`config.mk`:
```
export PLATFORM = sky130hd
export DESIGN_NAME = spp_front_flat
export DESIGN_NICKNAME = d
export VERILOG_FILES = /design/src/rtl/core/spp_pkg.sv /design/src/rtl/core/spp_vertex_if.sv /design/src/rtl/core/spp_front.sv /design/src/flat_wrapper.sv
export SDC_FILE = /design/constraint.sdc
export NUM_CORES = 1
export LEC_CHECK = 0
export BUFFER_PORTS_ARGS = -buffer_cell sky130_fd_sc_hd__buf_2
export CAP_MARGIN = 20
export CORE_UTILIZATION = 42
export DETAILED_ROUTE_END_ITERATION = 10
export GPL_TIMING_DRIVEN = 0
export MAX_ROUTING_LAYER = met4
export PLACE_DENSITY = 0.85
export SYNTH_ARGS = -nofsm -noshare
export SYNTH_HDL_FRONTEND = slang
export SYNTH_SLANG_ARGS = --single-unit
```
`constraint.sdc`:
```
create_clock -name clk -period 2.2 [get_ports clk]
set_input_delay 0.33 -clock clk [delete_from_list [all_inputs] [get_ports clk]]
set_output_delay 0.33 -clock clk [all_outputs]
set_load 0.01 [all_outputs]
```
`src/rtl/core/spp_pkg.sv`:
```
`timescale 1ns / 1ps
// ----------------------------------------------------------------------------
// spp_pkg
// Shared types, widths and codes of the screen polyline pick unit.
// ----------------------------------------------------------------------------
package spp_pkg;

    // field widths
    localparam int COORD_W   = 13;
    localparam int EDGE_W    = 10;
    localparam int TOL_W     = 12;
    localparam int INDEX_W   = 11;
    localparam int CFG_W     = 13;
    localparam int CFG_IDX_W = 2;

    // arithmetic widths
    localparam int DIFF_W = COORD_W + 1;     // difference of two coordinates
    localparam int MUL_W  = 2 * DIFF_W;      // product of two differences
    localparam int PROD_W = MUL_W + 1;       // sum of two products
    localparam int SQ_W   = 27;              // squared length, |cross|, |q|^2
    localparam int NUM_W  = 2 * SQ_W;        // distance numerator
    localparam int DEN_W  = SQ_W;            // distance denominator
    localparam int HALF_W = SQ_W;            // numerator split for the compare
    localparam int PP_W   = HALF_W + DEN_W;  // partial product
    localparam int WIDE_W = NUM_W + DEN_W;   // full cross product of the compare

    // decoupling queue
    localparam int QUEUE_DEPTH = 4;
    localparam int QUEUE_PTR_W = 2;

    // configuration register indexes
    localparam logic [CFG_IDX_W-1:0] CFG_QUERY_X   = 2'd0;
    localparam logic [CFG_IDX_W-1:0] CFG_QUERY_Y   = 2'd1;
    localparam logic [CFG_IDX_W-1:0] CFG_TOLERANCE = 2'd2;

    typedef logic signed [COORD_W-1:0] coord_t;
    typedef logic signed [DIFF_W-1:0]  diff_t;
    typedef logic signed [MUL_W-1:0]   mul_t;
    typedef logic signed [PROD_W-1:0]  prod_t;
    typedef logic        [SQ_W-1:0]    sq_t;
    typedef logic        [NUM_W-1:0]   num_t;
    typedef logic        [DEN_W-1:0]   den_t;
    typedef logic        [PP_W-1:0]    pp_t;
    typedef logic        [WIDE_W-1:0]  wide_t;
    typedef logic signed [INDEX_W-1:0] index_t;

    localparam den_t   DEN_ONE    = den_t'(1);
    localparam index_t INDEX_NONE = '1;   // -1: nothing picked

    // configuration as seen by the back end
    typedef struct packed {
        coord_t            query_x;
        coord_t            query_y;
        logic [TOL_W-1:0]  tolerance;
    } spp_cfg_t;

    // one unit of work for the back end
    typedef struct packed {
        logic              pick_start;
        logic              pick_end;
        logic              seg;
        logic [EDGE_W-1:0] edge_id;
        coord_t            sx;
        coord_t            sy;
        coord_t            ex;
        coord_t            ey;
    } spp_job_t;

    typedef enum logic [2:0] {
        ST_IDLE,
        ST_PROD,
        ST_SEL,
        ST_SQ,
        ST_MUL,
        ST_SUM,
        ST_CMP,
        ST_EMIT
    } spp_state_t;

endpackage

```
`src/rtl/core/spp_vertex_if.sv`:
```
`timescale 1ns / 1ps
// ----------------------------------------------------------------------------
// spp_vertex_if
// Vertex channel: valid/ready handshake with one projected vertex as payload.
// ----------------------------------------------------------------------------
interface spp_vertex_if;
    logic                        valid;
    logic                        ready;
    spp_pkg::coord_t             vertex_x;
    spp_pkg::coord_t             vertex_y;
    logic [spp_pkg::EDGE_W-1:0]  edge_id;
    logic                        visible;
    logic                        edge_start;
    logic                        pick_start;
    logic                        pick_end;

    modport source (
        output valid, vertex_x, vertex_y, edge_id, visible, edge_start,
               pick_start, pick_end,
        input  ready
    );

    modport sink (
        input  valid, vertex_x, vertex_y, edge_id, visible, edge_start,
               pick_start, pick_end,
        output ready
    );
endinterface

```
`src/rtl/core/spp_front.sv`:
```
`timescale 1ns / 1ps
// ----------------------------------------------------------------------------
// spp_front
// Accepts vertices, tracks the chain and emits segment / pick jobs.
// ----------------------------------------------------------------------------
module spp_front (
    input  logic              clk,
    input  logic              rst_n,
    spp_vertex_if.sink        vertex,
    output logic              push_valid,
    input  logic              push_ready,
    output spp_pkg::spp_job_t push_job
);

    spp_pkg::coord_t prev_x_reg, prev_x_next;
    spp_pkg::coord_t prev_y_reg, prev_y_next;
    logic            has_prev_reg, has_prev_next;
    logic            take;
    logic            chain;

    assign vertex.ready = push_ready;
    assign take         = vertex.valid & push_ready;

    // previous vertex counts only if neither a pick nor an edge starts here
    assign chain = has_prev_reg & ~vertex.pick_start & ~vertex.edge_start;

    // job payload
    always_comb
    begin
        push_job.pick_start = vertex.pick_start;
        push_job.pick_end   = vertex.pick_end;
        push_job.seg        = chain & vertex.visible;
        push_job.edge_id    = vertex.edge_id;
        push_job.sx         = prev_x_reg;
        push_job.sy         = prev_y_reg;
        push_job.ex         = vertex.vertex_x;
        push_job.ey         = vertex.vertex_y;
    end

    // vertices that neither close a segment nor bound a pick leave no job
    assign push_valid = vertex.valid
                      & (push_job.seg | vertex.pick_start | vertex.pick_end);

    // chain tracking: an invisible vertex breaks it, a visible one extends it
    always_comb
    begin
        prev_x_next   = prev_x_reg;
        prev_y_next   = prev_y_reg;
        has_prev_next = has_prev_reg;
        if (take)
        begin
            has_prev_next = vertex.visible;
            if (vertex.visible)
            begin
                prev_x_next = vertex.vertex_x;
                prev_y_next = vertex.vertex_y;
            end
        end
    end

    always_ff @(posedge clk or negedge rst_n)
    begin
        if (!rst_n)
        begin
            prev_x_reg   <= '0;
            prev_y_reg   <= '0;
            has_prev_reg <= 1'b0;
        end
        else
        begin
            prev_x_reg   <= prev_x_next;
            prev_y_reg   <= prev_y_next;
            has_prev_reg <= has_prev_next;
        end
    end

endmodule

```
`src/flat_wrapper.sv`:
```
// flat-port wrapper written by rule: the top's interface ports become plain ports
module spp_front_flat 
  (clk, rst_n, push_valid, push_ready, push_job, vertex_valid, vertex_vertex_x, vertex_vertex_y, vertex_edge_id, vertex_visible, vertex_edge_start, vertex_pick_start, vertex_pick_end, vertex_ready);
  spp_vertex_if vertex_i ();
  input  logic clk;
  input  logic rst_n;
  output logic push_valid;
  input  logic push_ready;
  output spp_pkg::spp_job_t push_job;
  input wire logic [$bits(vertex_i.valid)-1:0] vertex_valid;
  input wire logic [$bits(vertex_i.vertex_x)-1:0] vertex_vertex_x;
  input wire logic [$bits(vertex_i.vertex_y)-1:0] vertex_vertex_y;
  input wire logic [$bits(vertex_i.edge_id)-1:0] vertex_edge_id;
  input wire logic [$bits(vertex_i.visible)-1:0] vertex_visible;
  input wire logic [$bits(vertex_i.edge_start)-1:0] vertex_edge_start;
  input wire logic [$bits(vertex_i.pick_start)-1:0] vertex_pick_start;
  input wire logic [$bits(vertex_i.pick_end)-1:0] vertex_pick_end;
  output wire logic [$bits(vertex_i.ready)-1:0] vertex_ready;
  assign vertex_i.valid = vertex_valid;
  assign vertex_i.vertex_x = vertex_vertex_x;
  assign vertex_i.vertex_y = vertex_vertex_y;
  assign vertex_i.edge_id = vertex_edge_id;
  assign vertex_i.visible = vertex_visible;
  assign vertex_i.edge_start = vertex_edge_start;
  assign vertex_i.pick_start = vertex_pick_start;
  assign vertex_i.pick_end = vertex_pick_end;
  assign vertex_ready = vertex_i.ready;
  spp_front u_core (.clk(clk), .rst_n(rst_n), .vertex(vertex_i), .push_valid(push_valid), .push_ready(push_ready), .push_job(push_job));
endmodule
```
== Yosys cells after proc, flatten, opt, wreduce, memory -nomap -nowiden ==
Cells that the tools add are included.
Word-level totals
  input port bits: 44
  flip-flop bits (word level): 27
  memory bits (read-only): 0
  logic and storage cells: 13
  memory bits (writable): 0
  memories kept: 0
  output and inout port bits: 67
  bits in latches: 0
Cells by class
  order comparisons: 0
  mux-type cells: 0
  shift-type cells: 0
  equality and inequality tests: 0
  $mul: 0
  reductions and logical operators: 1
  divide/modulo/power cells: 0
  add/subtract/negate cells: 0
  bitwise operators: 9
Operators by type and width (count)
  1-bit AND: 5
  1-bit NOT: 2
  1-bit bitwise OR: 2
  2-bit AND reduction: 1

== Depth between registers and ports, before layout ==
  depth in word-level cells: 7
  mapped depth: 3
  gate-level depth less buffers: 2

== Worst setup path after synthesis ==
Ideal clock, no wire load.
  path type: reg2out
  start: register u_core.has_prev_reg
  end: output push_valid
  path slack: 1088 ps
  arrival: 782 ps
  data required time: 1870 ps
  stages on the path, launching flop included: 3
  buffers on the path: 0
  cell sequence: dfrtp_1 and3b_1 o31a_1
On the way
  word-level cells in the longest chain between the ends: 6
RTL lines
  from (decl): RTL line spp_front.sv:17  | logic has_prev_reg, has_prev_next;
  from (signal assigned): RTL line spp_front.sv:73  | has_prev_reg <= has_prev_next;
  1-bit AND (2 in a row): RTL line spp_front.sv:25  | assign chain = has_prev_reg & ~vertex.pick_start & ~vertex.edge_start;
  1-bit AND: RTL line spp_front.sv:32  | push_job.seg = chain & vertex.visible;
  1-bit bitwise OR (2 in a row): RTL line spp_front.sv:42  | & (push_job.seg | vertex.pick_start | vertex.pick_end);
  1-bit AND: RTL line spp_front.sv:42
  to (decl): RTL line flat_wrapper.sv:7  | output logic push_valid;
Every way passes these cells.

== Worst setup path in the final report ==
Same ends and word-level chain as after synthesis.

==> metrics.txt <==
min Tclk post-route 1590 ps; Post-DRT Antenna Nets 0; GRT overflow 0; crit path kind reg2out; syn_nets 144; Static Leakage 1.17 nW; first-pass GRT wire length 4370 um; initial antenna violation count 0; vias 1073; Net Sw Power 0.374 mW; arrival time at the worst endpoint 1260 ps; setup TNS 0 ps; critical path launch point type flip-flop; HPWL after DPL 2410 um; Critical Path RT 1870 ps; Synth Instances 100; starting density of the core 45.1%; register bit count reported by yosys 27; CP endpoint kind output port; Residual DRC 0; sequential share of power 49.0%; vias per cell 4.33; Routed WL 2890 um; Tot GR Track Use 17.4%; mean post-synth cell area 14.1 sq um; net switching share of the total power 28.9%; Pre-Repair DR Iteration Count 4; Yosys top cell area share 47.9%; number of global-route vias before repair 940; die height 59.9 um; CTS-repair resized insts 0; smallest hold slack -15.0 ps; clock root buffer clkbuf_4; Slew Limit Fails 0; worst skew pair latency 310 ps; total clock sinks 27; Pint 0.921 mW; Mapped Area 1410 sq um; Max-Cap Viols 0; ant diodes 0; Synth area leaders dfrtp_1 48%, buf_4 21%, mux2_4 20%; Clock Pin Slew Worst Setup and Hold Paths 140 ps; setup ws final 605 ps; post-synthesis sequential area ratio 47.9%; Worst Max-Slew Pin Slew 572 ps; Top delay family on crit path flip-flops; commonest non-fill, non-tap cell in the layout buf_2; cts hold-fix bufs 0; worst path cell trace and3b_1 > o31a_1 > buf_2; fin nets 249; combinational power share 34.9%; Slew HR 61.8%; CP peak stage delay 400 ps; Place WS 879 ps; f_max 627 MHz; Horiz. Die Dim 59.9 um; die footprint 3590 sq um; Max Fanout on Critical Path 2; Ys Warns 0; Final Hold Vio Count 27; Hold WC Path Type in2async; final critical-path share of the clock period 72.5%; Power Dens Cells 649 nW/um^2; cell row count 20; Detailed Route Iter0 Violations 15; Max stage delay cell, worst path dfrtp_1; post-synth top area cell dfrtp_1; clk buf depth 2; CTS Buf Count 3; status finished, violations left; WL/cell 11.6 um; final setup violation count 0; CP bufs+invs 1; most frequent cells in the layout 100 x buf_2, 39 x buf_4, 27 x dfrtp_1; Post-CTS Setup Inserts 0; RSZ-0062 raised after global routing no; Max rail drop VDD 429 uV; layout cells sized above 1 84.8%; pin count of the biggest net entering global routing 28; Clock Power Share 16.1%; buffers added on ports 100; Clock Skews 0 ps; H-tree depth 1; core area 3130 sq um; post-synth cell types 11; IO Pins 111; CTS tree built; failing checks negative hold slack; GP Congestion 0.728; Layout area overhead 41.3%
## per-stage QoR
step / instance area (sq um) / power, mW / util [%] / std cells
6_report: 1990 / 1.29 / 63.7 / 248
5_1_grt: 1990 / 1.37 / 63.7 / 248
4_1_cts: 1990 / 1.31 / 63.7 / 248
3_5_place_dp: 1970 / 1.10 / 62.8 / 244
3_3_place_gp: 1970 / 1.09 / 62.8 / 244
2_1_floorplan: 1410 / 0.901 / - / 100
## cell type report
cell class	count	area [sq um]
clock inverters	1	5.00
fillers	270	1130
multi-input cells	32	419
flip-flops and latches	27	676
repair buffers	100	500
well taps	44	55.1
clock buffers	3	22.5
plain buffers	41	315
## kinds of logic after synthesis
group / count (synthesis) / share of synthesized area (%)
multiplexers: 26 / 25.8
flip-flops: 27 / 47.9
buffers and inverters: 41 / 22.4
AO/OA/AOI/OAI: 2 / 1.33
AND/OR/NAND/NOR: 4 / 2.57
## cells in the mapped netlist, drive strengths merged
cell / n
buf: 41
dfrtp: 27
mux2: 26
a21bo: 1
and3b: 1
nand2: 1
nand3: 1
nor2b: 1
o31a: 1
## metal layers
layer | vias to the layer above | wire length (um) | track usage (%)
met1 | 499 | 1070 | 18.0
li1 | 500 | - | -
met5 | - | 0 | -
met2 | 68 | 1530 | 31.0
met3 | 6 | 224 | 3.03
met4 | 0 | 65 | 9.30
## worst paths after layout
kind	from	end	slack, ps	cells past startpoint
max	u_core.has_prev_reg$_DFFE_PN0N_	push_valid	610	3
min	rst_n	u_core.prev_x_reg[11]$_DFFE_PN0P_	-10	1
max reg2reg	u_core.prev_x_reg[11]$_DFFE_PN0P_	u_core.prev_x_reg[11]$_DFFE_PN0P_	1410	1
min reg2reg	u_core.prev_y_reg[8]$_DFFE_PN0P_	u_core.prev_y_reg[8]$_DFFE_PN0P_	520	1
max in group asynchronous	rst_n	u_core.prev_x_reg[2]$_DFFE_PN0P_	1840	1
min in group clk	vertex_vertex_y[10]	u_core.prev_y_reg[10]$_DFFE_PN0P_	250	2
## power groups by stage
stage / combinational (mW) / clock (mW) / sequential (mW)
2_1_floorplan: 0.213 / 0 / 0.688
3_3_place_gp: 0.446 / 0 / 0.640
3_5_place_dp: 0.457 / 0 / 0.645
4_1_cts: 0.459 / 0.218 / 0.636
5_1_grt: 0.487 / 0.242 / 0.646
6_report: 0.451 / 0.209 / 0.635
(Power assumes the default switching activity.)
