--- config.mk ---
export PLATFORM = sky130hd
export DESIGN_NAME = spp_queue
export DESIGN_NICKNAME = d
export VERILOG_FILES = /design/src/rtl/core/spp_pkg.sv /design/src/rtl/core/spp_queue.sv
export SDC_FILE = /design/constraint.sdc
export NUM_CORES = 1
export LEC_CHECK = 0
export BUFFER_PORTS_ARGS = -buffer_cell sky130_fd_sc_hd__buf_2
export CAP_MARGIN = 20
export CORE_ASPECT_RATIO = 1.1
export CORE_MARGIN = 5
export CORE_UTILIZATION = 35
export DETAILED_ROUTE_END_ITERATION = 7
export GPL_TIMING_DRIVEN = 0
export PLACE_DENSITY = 0.56
export SYNTH_ARGS = -nofsm -noshare
export SYNTH_HDL_FRONTEND = slang
export SYNTH_SLANG_ARGS = --single-unit
--- constraint.sdc ---
create_clock -name clk -period 7.05 [get_ports clk]
set_input_delay 0 -clock clk [delete_from_list [all_inputs] [get_ports clk]]
set_output_delay 0 -clock clk [all_outputs]
set_load 0.02 [all_outputs]
--- src/rtl/core/spp_pkg.sv ---
`timescale 1ns / 1ps
// ----------------------------------------------------------------------------
// spp_pkg
// Shared types, widths and codes of the screen polyline pick unit.
// ----------------------------------------------------------------------------
package spp_pkg;

    // field widths
    localparam int COORD_W   = 13;
    localparam int EDGE_W    = 10;
    localparam int TOL_W     = 12;
    localparam int INDEX_W   = 11;
    localparam int CFG_W     = 13;
    localparam int CFG_IDX_W = 2;

    // arithmetic widths
    localparam int DIFF_W = COORD_W + 1;     // difference of two coordinates
    localparam int MUL_W  = 2 * DIFF_W;      // product of two differences
    localparam int PROD_W = MUL_W + 1;       // sum of two products
    localparam int SQ_W   = 27;              // squared length, |cross|, |q|^2
    localparam int NUM_W  = 2 * SQ_W;        // distance numerator
    localparam int DEN_W  = SQ_W;            // distance denominator
    localparam int HALF_W = SQ_W;            // numerator split for the compare
    localparam int PP_W   = HALF_W + DEN_W;  // partial product
    localparam int WIDE_W = NUM_W + DEN_W;   // full cross product of the compare

    // decoupling queue
    localparam int QUEUE_DEPTH = 4;
    localparam int QUEUE_PTR_W = 2;

    // configuration register indexes
    localparam logic [CFG_IDX_W-1:0] CFG_QUERY_X   = 2'd0;
    localparam logic [CFG_IDX_W-1:0] CFG_QUERY_Y   = 2'd1;
    localparam logic [CFG_IDX_W-1:0] CFG_TOLERANCE = 2'd2;

    typedef logic signed [COORD_W-1:0] coord_t;
    typedef logic signed [DIFF_W-1:0]  diff_t;
    typedef logic signed [MUL_W-1:0]   mul_t;
    typedef logic signed [PROD_W-1:0]  prod_t;
    typedef logic        [SQ_W-1:0]    sq_t;
    typedef logic        [NUM_W-1:0]   num_t;
    typedef logic        [DEN_W-1:0]   den_t;
    typedef logic        [PP_W-1:0]    pp_t;
    typedef logic        [WIDE_W-1:0]  wide_t;
    typedef logic signed [INDEX_W-1:0] index_t;

    localparam den_t   DEN_ONE    = den_t'(1);
    localparam index_t INDEX_NONE = '1;   // -1: nothing picked

    // configuration as seen by the back end
    typedef struct packed {
        coord_t            query_x;
        coord_t            query_y;
        logic [TOL_W-1:0]  tolerance;
    } spp_cfg_t;

    // one unit of work for the back end
    typedef struct packed {
        logic              pick_start;
        logic              pick_end;
        logic              seg;
        logic [EDGE_W-1:0] edge_id;
        coord_t            sx;
        coord_t            sy;
        coord_t            ex;
        coord_t            ey;
    } spp_job_t;

    typedef enum logic [2:0] {
        ST_IDLE,
        ST_PROD,
        ST_SEL,
        ST_SQ,
        ST_MUL,
        ST_SUM,
        ST_CMP,
        ST_EMIT
    } spp_state_t;

endpackage

--- src/rtl/core/spp_queue.sv ---
`timescale 1ns / 1ps
// ----------------------------------------------------------------------------
// spp_queue
// Short job queue between front and back end.
// ----------------------------------------------------------------------------
module spp_queue (
    input  logic              clk,
    input  logic              rst_n,
    input  logic              push_valid,
    output logic              push_ready,
    input  spp_pkg::spp_job_t push_job,
    output logic              pop_valid,
    input  logic              pop_ready,
    output spp_pkg::spp_job_t pop_job
);

    spp_pkg::spp_job_t                 slot_reg [spp_pkg::QUEUE_DEPTH];
    logic [spp_pkg::QUEUE_PTR_W-1:0]   wr_ptr_reg, wr_ptr_next;
    logic [spp_pkg::QUEUE_PTR_W-1:0]   rd_ptr_reg, rd_ptr_next;
    logic [spp_pkg::QUEUE_PTR_W:0]     count_reg, count_next;
    logic                              do_push;
    logic                              do_pop;

    assign push_ready = (count_reg != (spp_pkg::QUEUE_PTR_W + 1)'(spp_pkg::QUEUE_DEPTH));
    assign pop_valid  = (count_reg != '0);
    assign pop_job    = slot_reg[rd_ptr_reg];
    assign do_push    = push_valid & push_ready;
    assign do_pop     = pop_valid & pop_ready;

    // pointers and fill count
    always_comb
    begin
        wr_ptr_next = wr_ptr_reg + (do_push ? 1'b1 : 1'b0);
        rd_ptr_next = rd_ptr_reg + (do_pop ? 1'b1 : 1'b0);
        count_next  = count_reg;
        if (do_push & ~do_pop)
            count_next = count_reg + 1'b1;
        else if (do_pop & ~do_push)
            count_next = count_reg - 1'b1;
    end

    always_ff @(posedge clk or negedge rst_n)
    begin
        if (!rst_n)
        begin
            wr_ptr_reg <= '0;
            rd_ptr_reg <= '0;
            count_reg  <= '0;
        end
        else
        begin
            wr_ptr_reg <= wr_ptr_next;
            rd_ptr_reg <= rd_ptr_next;
            count_reg  <= count_next;
        end
    end

    // storage
    always_ff @(posedge clk)
    begin
        if (do_push)
            slot_reg[wr_ptr_reg] <= push_job;
    end

endmodule

==> Word level (Yosys, flattened, before mapping) <==
Memories as Yosys holds them, arrays and structs flattened.
Index checks and enable logic that the tools add are counted.
{ "op_classes": {"div": 0, "mul": 0, "bitwise": 6, "add_sub_neg": 4, "n_eq_ne": 1, "n_shift": 0, "reduce_logical": 2, "n_lt_le_gt_ge": 0, "mux": 6} }
{ "op_table": {"columns": ["operator", "count"], "rows": [
  ["$mux 3", 2],
  ["$add 2x1->2", 2],
  ["$and 1x1->1", 4],
  ["$mux 1", 4],
  ["$add 3x1->3 const B", 1],
  ["$ne 3x3->1 const B", 1],
  ["$reduce_bool 3->1", 1],
  ["$sub 3x1->3 const B", 1],
  ["$not 1->1", 2],
  ["$reduce_bool 2->1", 1]
]} }
{ "word_totals": {"reg_bits": 7, "wordCells": 23, "out_inout_bits": 67, "n_memories": 1, "ram_bits": 260, "mem_bits_ro": 0, "latchBits": 0, "in_bits": 69} }
{ "mem_list": {"columns": ["memory", "words", "width", "rd", "rd_clocked_by_memory_dff", "wr", "line_no", "rtl"], "rows": [
  ["slot_reg", 4, 65, 1, 0, 1, "spp_queue.sv:17", "spp_pkg::spp_job_t slot_reg [spp_pkg::QUEUE_DEPTH];"]
]} }

==> Depth between registers and ports, before layout <==
{ "depth": {"word_depth": 6, "depth_mapped": 9, "ltp_nobuf": 9} }

==> Least setup slack after synthesis <==
OpenSTA, ideal clock, no wires.
{ "synth_timing": {"path_type": "register to register", "start": "reg count_reg[2] (netlist name)", "end": "mem slot_reg[1][0] (netlist name), enable pin", "setup_time_ps": 582, "path_stages_with_launch": 4, "path_buffers": 0, "period_less_slack_ps": 6140, "t_arrival_ps": 5559, "setup_slack_ps": 910, "t_required_ps": 6468, "cell_sequence": "dfrtp_1 > or3b_2 > nand2_1 > nor3b_1"} }
{ "synth_via": {"elab_chain_cells": 4} }
{ "synth_rtl": {"columns": ["item", "line_no", "rtl"], "rows": [
  ["from (decl)", "spp_queue.sv:20", "logic [spp_pkg::QUEUE_PTR_W:0] count_reg, count_next;"],
  ["from (signal assigned)", "spp_queue.sv:54", "count_reg <= count_next;"],
  ["$ne 3x3->1", "spp_queue.sv:24", "assign push_ready = (count_reg != (spp_pkg::QUEUE_PTR_W + 1)'(spp_pkg::QUEUE_DEPTH));"],
  ["net push_ready", "spp_queue.sv:10", "output logic push_ready,"],
  ["$and 1x1->1", "spp_queue.sv:27", "assign do_push = push_valid & push_ready;"],
  ["$mux 1", "spp_queue.sv:61", "if (do_push)"],
  ["$mux 1 (implied by the code)", "spp_queue.sv:62", "slot_reg[wr_ptr_reg] <= push_job;"],
  ["to (decl)", "spp_queue.sv:17", null]
]} }
The timed path passes the listed nets, and every way through them passes these cells.

==> Worst setup path in the final report <==
{ "layout_timing": {"start": "reg count_reg[2] (netlist name)", "end": "mem slot_reg[2][54] (netlist name), enable pin"} }
{ "layout_via": {"elab_chain_cells": 4} }
{ "layout_rtl": {"columns": ["item", "line_no"], "rows": [
  ["$ne 3x3->1", "spp_queue.sv:24"],
  ["$and 1x1->1", "spp_queue.sv:27"],
  ["$mux 1", "spp_queue.sv:61"],
  ["$mux 1 (implied by the code)", "spp_queue.sv:62"]
]} }
No other way between the ends.

==> impl_metrics.csv <==
group,metric,value,unit
timing,finalCritPeriodShare,37.19,%
placement,dpl.cell_count,893,
floorplanning,coreArea,27710,um^2
clock_network,clkTransAtPathRegs,0.06,ns
timing,rsz0062_at_grt,"false",
cells_and_area,largest_register_ffs,260,
worst_setup_path,r2r-start,"count_reg[2]",
cells_and_area,multiInputGateArea,1653,um^2
clock_network,cts_root_buf,"clkbuf_16",
floorplanning,die_w,169.4,um
routing,drt_pass1_iterations,5,
grt,grt_pass1_wl,29810,um
worst_setup_path,crit_path_start_kind,"flip-flop",
logic_synthesis,syn-num-nets,442,
worst_hold_path,hold_path.class,"input port to flip-flop",
clock_network,post_cts_buffers,0,
logic_synthesis,synth_cell_types,20,
timing,fin_worst_skew,0.02312,ns
logic_synthesis,synth_top_family_by_area,"multiplexers",
logic_synthesis,syn_area_per_cell,26.50,um^2
cells_and_area,fin_cells,1010,
worst_setup_path,reg2reg_to,"slot_reg[2][54]",
worst_setup_path,path_class,"flip-flop to flip-flop",
routing,drt_iter0_markers,218,
routing,routed-via-count,4699,
placement,place_area,11240,um^2
clock_network,cts_tree,"done",
placement,hpwl,12980,um
clock_network,ctsHoldBuffers,69,
clock_network,clk_path_buf_depth,3,
placement,place.gp.congestion,0.6930,
floorplanning,start_util,35.29,%
timing,fin_crit,2.622,ns
status,outcome,"completed",
worst_setup_path,cp.required,7.29,ns
worst_setup_path,cp-end-kind,"flip-flop",
cells_and_area,area_growth,31.07,%
logic_synthesis,netlist_area,9777,um^2
floorplanning,dieArea,31380,um^2
logic_synthesis,synth-compound-area-share,0,%
clock_network,cts_max_level,1,
worst_setup_path,crit_fanout,9,
worst_setup_path,r2r_setup_slack,4.43,ns
flow_run,drv_cap,0,
floorplanning,pin_count,136,
cells_and_area,finalInstanceArea,12810,um^2
power_and_ir_drop,p_per_area,420.0,nW/um^2
clock_network,numCtsBuffers,26,
timing,holdWs,0.2231,ns
timing,max_freq,0.3814,GHz
floorplanning,rows,64,
cells_and_area,diodes,0,
cells_and_area,fin_nets,700,
logic_synthesis,yosys_warnings,0,
logic_synthesis,seq_area_frac_synth,81.65,%
worst_setup_path,cp-endpoint,"slot_reg[2][54]",
grt,grt_use_total,12.16,%
clock_network,post_cts_resized,0,
cells_and_area,drive_gt1_share,44.67,%
logic_synthesis,synthAdderAreaFrac,0.5887,%
floorplanning,die_h,185.3,um
grt,grt_pass1_vias,5155,
timing,hold_viol,0,
power_and_ir_drop,power,5382,uW
grt,antenna_found_initial,0,
logic_synthesis,yosys.area_share.simple,0.5503,%
timing,setup_viol_count_final,0,
logic_synthesis,synth_xor_area_share,0.4479,%
placement,port_buffers,135,
worst_setup_path,startpoint,"count_reg[2]",
grt,grt_max_degree,26,
routing,ant_nets,0,
routing,wire_per_inst,18.79,um
routing,wl,18980,um
timing,slew_headroom,52.36,%
power_and_ir_drop,peakVddDrop,0.2857,mV
routing,via_per_inst,4.652,
worst_setup_path,r2r_cells,8,
cells_and_area,ff_latch_area,7983,um^2
clock_network,clk_latency,0.53,ns
logic_synthesis,synth_cells,369,
cells_and_area,nFillCells,2381,
power_and_ir_drop,leakagePower,0.004476,uW
timing,drv_slew,0,
logic_synthesis,synth_seq_cells,267,
timing,worst_pin_slew,0.7116,ns
logic_synthesis,synthMuxAreaShare,15.09,%
grt,grt.overflow.total,0,
clock_network,cts_sinks,267,
worst_setup_path,crit_arrival,2.86,ns
routing,drc,0,
[where the power goes]
| part | internal (uW) | total [uW] | leakage (uW) | switching, uW |
|---|---|---|---|---|
| sequential | 2090 | 2170 | 0.00246 | 76.8 |
| combinational | 795 | 1810 | 0.00157 | 1010 |
| clock | 840 | 1400 | 0.000439 | 561 |
[kinds of logic after synthesis]
group	Yosys count
buf+inv	17
fa+ha+maj	4
xor+xnor	5
simple gates	10
flops	267
mux	66
[synthesized netlist by cell type, drive strengths merged]
| library cell | number | share of area, % |
|---|---|---|
| nand2 | 3 | 0.12 |
| or3b | 1 | 0.090 |
| or3 | 1 | 0.064 |
| mux2 | 1 | 0.12 |
| dfrtp | 7 | 1.8 |
| buf | 13 | 1.5 |
| mux4 | 65 | 15 |
| xor2 | 4 | 0.36 |
| clkbuf | 1 | 0.038 |
| ha | 3 | 0.38 |
| nor3b | 2 | 0.15 |
| xnor2 | 1 | 0.090 |
| fa | 1 | 0.20 |
| inv | 3 | 0.12 |
| nor2 | 2 | 0.077 |
| nor3 | 1 | 0.051 |
| edfxtp | 260 | 80 |
[area by class of cell]
cell class,instances,share of cell area [%]
Multi-Input combinational cell,85,12.90
Inverter,3,0.08787
Sequential cell,267,62.29
Buffer,14,1.191
Clock buffer,27,5.272
Clock inverter,21,1.601
Tap cell,363,3.544
Timing Repair Buffer,230,13.11
[worst min-delay path by stage]
| stage | slack, ns | start | endpoint | cells after the start |
|---|---|---|---|---|
| finish | 0.22 | push_job[31] | slot_reg[1][31] | 2 |
| global route | 0.20 | push_job[31] | slot_reg[0][31] | 2 |
| CTS | 0.19 | push_job[36] | slot_reg[0][36] | 2 |
| detailed placement | -0.15 | rst_n | count_reg[1] | 1 |
| global placement | -0.17 | rst_n | count_reg[2] | 1 |
| floorplan | -0.30 | rst_n | count_reg[0] | 0 |
[placed cells by master, fill, tap and decap left out, drive strengths merged]
master,n
nand2,3
mux2,1
xnor2,1
edfxtp,260
xor2,4
nor3b,2
fa,1
inv,3
or3b,1
nor2,2
nor3,1
or3,1
clkbuf,28
bufinv,4
dfrtp,7
clkinv,15
ha,3
dlygate4sd3,69
clkinvlp,2
mux4,65
buf,174
[routing by layer]
layer	wire length, um	global-route usage [%]	vias to the layer above	part of all wire, %
met2	9730	21.24	113	51
li1	-	-	2101	-
met5	0	0	-	0
met3	1092	2.775	29	5.8
met1	7852	15.51	2456	41
met4	303	2.995	0	1.6
[metrics by stage]
stage          util (%)  TNS, ns  worst slack [ns]
2_1_floorplan         -        0            0.9096
4_1_cts           46.25        0             4.346
3_3_place_gp      39.37  -599.58            -3.330
3_5_place_dp      40.58        0             4.335
5_1_grt           46.25        0             4.238
6_report          46.25        0             4.428
[worst max-delay path, stage by stage (launching register included)]
cell and delay, ns:
dfrtp_1 0.40, or3b_2 0.21, nand2_1 0.18, nor3b_2 0.65
buf_6 0.25, buf_6 0.16, buf_6 0.15, buf_6 0.16
buf_6 0.15
No activity file was read; power rests on OpenSTA's default activity.
